## config.mk

```make
export PLATFORM = sky130hd
export DESIGN_NAME = twtrd_ctrl
export DESIGN_NICKNAME = d
export VERILOG_FILES = /design/src/rtl/twtrd_pkg.sv /design/src/rtl/twtrd_ctrl.sv
export SDC_FILE = /design/constraint.sdc
export NUM_CORES = 1
export LEC_CHECK = 0
export ABC_AREA = 0
export ABC_CLOCK_PERIOD_IN_PS = 1400
export BUFFER_PORTS_ARGS = -buffer_cell sky130_fd_sc_hd__buf_4
export CAP_MARGIN = 10
export CORE_AREA = 2 2 39 41
export CTS_CLUSTER_SIZE = 14
export DETAILED_ROUTE_END_ITERATION = 7
export DIE_AREA = 0 0 41 43
export SYNTH_ARGS = -nofsm -noshare
export SYNTH_HDL_FRONTEND = slang
export SYNTH_SLANG_ARGS = --single-unit
```

## constraint.sdc

```tcl
create_clock -name i_clk -period 1.4 [get_ports i_clk]
set_input_delay 0.21 -clock i_clk [delete_from_list [all_inputs] [get_ports i_clk]]
set_output_delay 0.21 -clock i_clk [all_outputs]
set_load 0.005 [all_outputs]
```

## src/rtl/twtrd_pkg.sv

```systemverilog
// Shared constants, payload types and control codes for the trend regime detector.
`default_nettype none

package twtrd_pkg;

    // Window geometry
    localparam int MAX_POINTS = 64;
    localparam int IDX_W      = $clog2(MAX_POINTS);
    localparam int CNT_W      = $clog2(MAX_POINTS + 1);

    // Field widths
    localparam int TIME_W  = 32;
    localparam int PRICE_W = 32;
    localparam int CHG_W   = 16;
    localparam int HRS_W   = 8;
    localparam int CFG_W   = 16;
    localparam int CFG_IDX_W = 2;

    // Running totals
    localparam int PTOT_W = PRICE_W + IDX_W;
    localparam int CTOT_W = CHG_W + IDX_W;

    // Arithmetic constants
    localparam int SEC_PER_HOUR = 3600;
    localparam int MIN_ENTRIES  = 3;
    localparam int PCT_Q8       = 25600;
    localparam int PCT_W        = 15;
    localparam int FAC_W        = 17;
    localparam int AGE_W        = HRS_W + 1 + 12;
    localparam int CN_W         = CHG_W + CNT_W + 1;

    // Momentum compare widths
    localparam int MPROD_W = PRICE_W + IDX_W;
    localparam int LHS_W   = MPROD_W + PCT_W;
    localparam int RHS_W   = PTOT_W + FAC_W;
    localparam int PROD_W  = ((LHS_W > RHS_W) ? LHS_W : RHS_W) + 1;
    localparam int LO_W    = PTOT_W / 2;
    localparam int HI_W    = PTOT_W - LO_W;

    typedef struct packed {
        logic [TIME_W-1:0]        time_sec;
        logic [PRICE_W-1:0]       price;
        logic signed [CHG_W-1:0]  change_pct;
    } t_in;

    typedef struct packed {
        logic             risk_on;
        logic             regime_changed;
        logic [CNT_W-1:0] point_count;
        logic             overflow;
    } t_out;

    typedef enum logic [CFG_IDX_W-1:0] {
        CFG_CHANGE_THR   = 2'd0,
        CFG_MOMENTUM_THR = 2'd1,
        CFG_WINDOW_HOURS = 2'd2
    } t_cfg_idx;

    typedef enum logic [2:0] {
        ST_IDLE,
        ST_INSERT,
        ST_READ,
        ST_EVICT,
        ST_MUL1,
        ST_MUL2,
        ST_DECIDE
    } t_state;

    typedef struct packed {
        logic latch_in;
        logic insert;
        logic rd_ahead;
        logic evict_step;
        logic mul1;
        logic mul2;
        logic load_out;
    } t_cmd;

    typedef struct packed {
        logic evict;
    } t_stat;

endpackage

`default_nettype wire

```

## src/rtl/twtrd_ctrl.sv

```systemverilog
// Controller: sequences insert, eviction, compares and the output beat.
`default_nettype none

module twtrd_ctrl
    import twtrd_pkg::*;
(
    input  wire logic  i_clk,
    input  wire logic  i_rst_n,
    input  wire logic  i_in_valid,
    output logic       o_in_ready,
    output logic       o_out_valid,
    input  wire logic  i_out_ready,
    input  wire t_stat i_stat,
    output t_cmd       o_cmd
);

    t_state r_state;
    t_state n_state;
    logic   r_out_valid;
    logic   n_out_valid;

    always_ff @(posedge i_clk) begin
        if (!i_rst_n) begin
            r_state     <= ST_IDLE;
            r_out_valid <= 1'b0;
        end else begin
            r_state     <= n_state;
            r_out_valid <= n_out_valid;
        end
    end

    always_comb begin
        n_state     = r_state;
        o_cmd       = '0;
        o_in_ready  = 1'b0;
        n_out_valid = r_out_valid && !i_out_ready;
        unique case (r_state)
            ST_IDLE: begin
                o_in_ready = 1'b1;
                if (i_in_valid) begin
                    o_cmd.latch_in = 1'b1;
                    n_state        = ST_INSERT;
                end
            end
            ST_INSERT: begin
                o_cmd.insert = 1'b1;
                n_state      = ST_READ;
            end
            ST_READ: begin
                n_state = ST_EVICT;
            end
            ST_EVICT: begin
                // Prefetch next-oldest so a drop can repeat every cycle
                o_cmd.evict_step = 1'b1;
                o_cmd.rd_ahead   = 1'b1;
                if (!i_stat.evict) begin
                    n_state = ST_MUL1;
                end
            end
            ST_MUL1: begin
                o_cmd.mul1 = 1'b1;
                n_state    = ST_MUL2;
            end
            ST_MUL2: begin
                o_cmd.mul2 = 1'b1;
                n_state    = ST_DECIDE;
            end
            ST_DECIDE: begin
                if (!r_out_valid || i_out_ready) begin
                    o_cmd.load_out = 1'b1;
                    n_out_valid    = 1'b1;
                    n_state        = ST_IDLE;
                end
            end
            default: begin
                n_state = ST_IDLE;
            end
        endcase
    end

    assign o_out_valid = r_out_valid;

endmodule

`default_nettype wire

```

==> reports/metrics.cfg <==
[status]
status = complete, no violations

[global_routing]
grt_pass1_vias = 202
antenna_found_initial = 0
grt_pass1_wl_um = 765
grt_max_degree = 11
overflow = 0
track_usage = 0.0683

[synthesis]
synth_common_cells = dfxtp_1, nor2_1, nand2b_1, nor3_1
synthTopCellsByArea = dfxtp_1, nand2b_1, nor2_1, nor3_1, or3b_1
synth_top_flop_cell = dfxtp_1
seq_area_frac_synth = 0.337
netlist-cell-type-count = 22
synth_top_area_frac = 0.337
yosysWarnings = 0
ys_ff_latch = 4
synth_area_sq_um = 238
async_flop_share = 0
synth_largest_area_cell = dfxtp_1
netlist_instances = 31
synth_edf_count = 0
syn-num-nets = 36
postSynthAreaPerCell_sq_um = 7.67

[cts]
insertion_delay_ns = 0.23
post-cts-setup-buffers = 0
tritoncts = built
clk_pin_slew_ns = 0.04
cts_resized = 0
cts-root-buf = clkbuf_4
holdBufCountCts = 0
cts_made_buffers = 3
clock_sink_count = 4
clockBufferDepth = 2
h-tree-depth = 1

[placed_design]
hpwl_um = 397
preCtsSetupSlack_ns = 0.289
place_congestion = 0.665
io_buffers = 13

[worst_setup_path]
end_kind = output port
r2r-start = r_state[0]
r2r_setup_slack_ns = 0.30
regToRegEndpoint = r_state[2]
crit_type = flip-flop to output port
r2r_cells = 3
crit_fanout = 9
arrival_ns = 1.09
worstPathRequired_ns = 1.19
start_kind = flip-flop

[cells_and_area]
num-nets-final = 51
drive_above_1_share = 0.386
fin_util = 0.261
area_growth_pct = 52.1
num-fill-cells = 159
antenna_cells = 0

[detailed_routing]
num_vias = 248
via_per_inst = 4.13
dr.pass1.iters = 2
drt_iter0_drc = 3
wirelength_um = 549
drc = 0
ant_nets = 0
avgRoutedWirePerCell_um = 9.15

[floorplanning]
die-width_um = 41
design.die.area_sq_um = 1760
die-height_um = 43
io_pins = 14
num_rows = 14
fp.coreArea_sq_um = 1380
initial_utilization = 0.172

[power]
p_leak_nw = 0.164
peakVddDrop_mv = 0.392
powerDensity_nw_per_um2 = 979

[timing]
tightest_slew_ns = 0.246
slew_violations = 0
period_minus_slack_ns = 1.30
timing.final.crit_share = 0.930
rsz0062_at_grt = no
setup_viol = 0
hold_viol = 0
fmax_mhz = 768
slew_headroom = 0.836
layout_setup_ws_ns = 0.0983
finClkSkew_ns = 0.00162
setup-tns-final_ns = 0

[worst_hold_path]
min_to = r_state[2]
min_path_type = input port to flip-flop
whs_path_depth = 2
hp-start = i_rst_n

[flow_run]
cap_violations = 0

## per-layer routing
| layer | GRT usage | wire (um) |
|---|---|---|
| met1 | 0.0710 | 250 |
| met2 | 0.0875 | 228 |
| met3 | 0.0628 | 70 |
| met4 | 0.0400 | 0 |
| met5 | 0 | 0 |
## area by class of cell
class	instances	area (sq um)	area share
sequential	4	81.3	0.225
multi-input combinational	23	136	0.377
inverter	1	3.75	0.0104
clock buffer	3	22.5	0.0623
tap	16	20.0	0.0554
timing repair buffer	13	97.6	0.270
## power breakdown
part	total, mW	switching, mW	internal, mW
clock	0.142	0.0460	0.0958
combinational	0.0721	0.0278	0.0443
sequential	0.140	0.0166	0.124
total	0.354	0.0904	0.264
## stage by stage
stage	total power, mW	cell area (sq um)	hold slack [ns]	instances
floorplan	0.176	238	0.328	31
global placement	0.214	338	0.443	57
detailed placement	0.214	338	0.449	57
CTS	0.362	360	0.206	60
global route	0.379	362	0.207	60
finish	0.354	362	0.212	60
## cell families (layout without fill, tap and decap cells)
| group | Yosys count | in the layout | share of synthesized area |
|---|---|---|---|
| and+or+nand+nor | 17 | 17 | 0.400 |
| AOI/OAI and AO/OA | 6 | 6 | 0.174 |
| DFF | 4 | 4 | 0.337 |
| buffers and inverters | 4 | 17 | 0.0894 |
## worst max-delay path: stages (launching register included)
cell     delay, ns
dfxtp_1       0.37
nor3_1        0.24
and2_1        0.15
buf_4         0.10
## cells in the final DEF, fill, tap and decap left out, drive strengths merged, types with 2 or more instances in the layout
cell and n:
nor2 4, nand2b 3, dfxtp 4, clkbuf 3
nor3 2, buf 13, a21boi 2
## sequential cells by signal, indices dropped and copies added, names as in the netlist
name and flops:
o_out_valid 1, r_state 3
## worst max path at each step
stage	from	end	depth (start not counted)
finish	r_state[2]	o_cmd[6]	3
global route	r_state[0]	o_cmd[5]	3
CTS	r_state[1]	o_cmd[3]	3
detailed placement	r_state[1]	o_cmd[3]	3
global placement	r_state[1]	o_cmd[3]	3
floorplan	r_state[2]	o_cmd[4]	4
(Power assumes the default switching activity.)
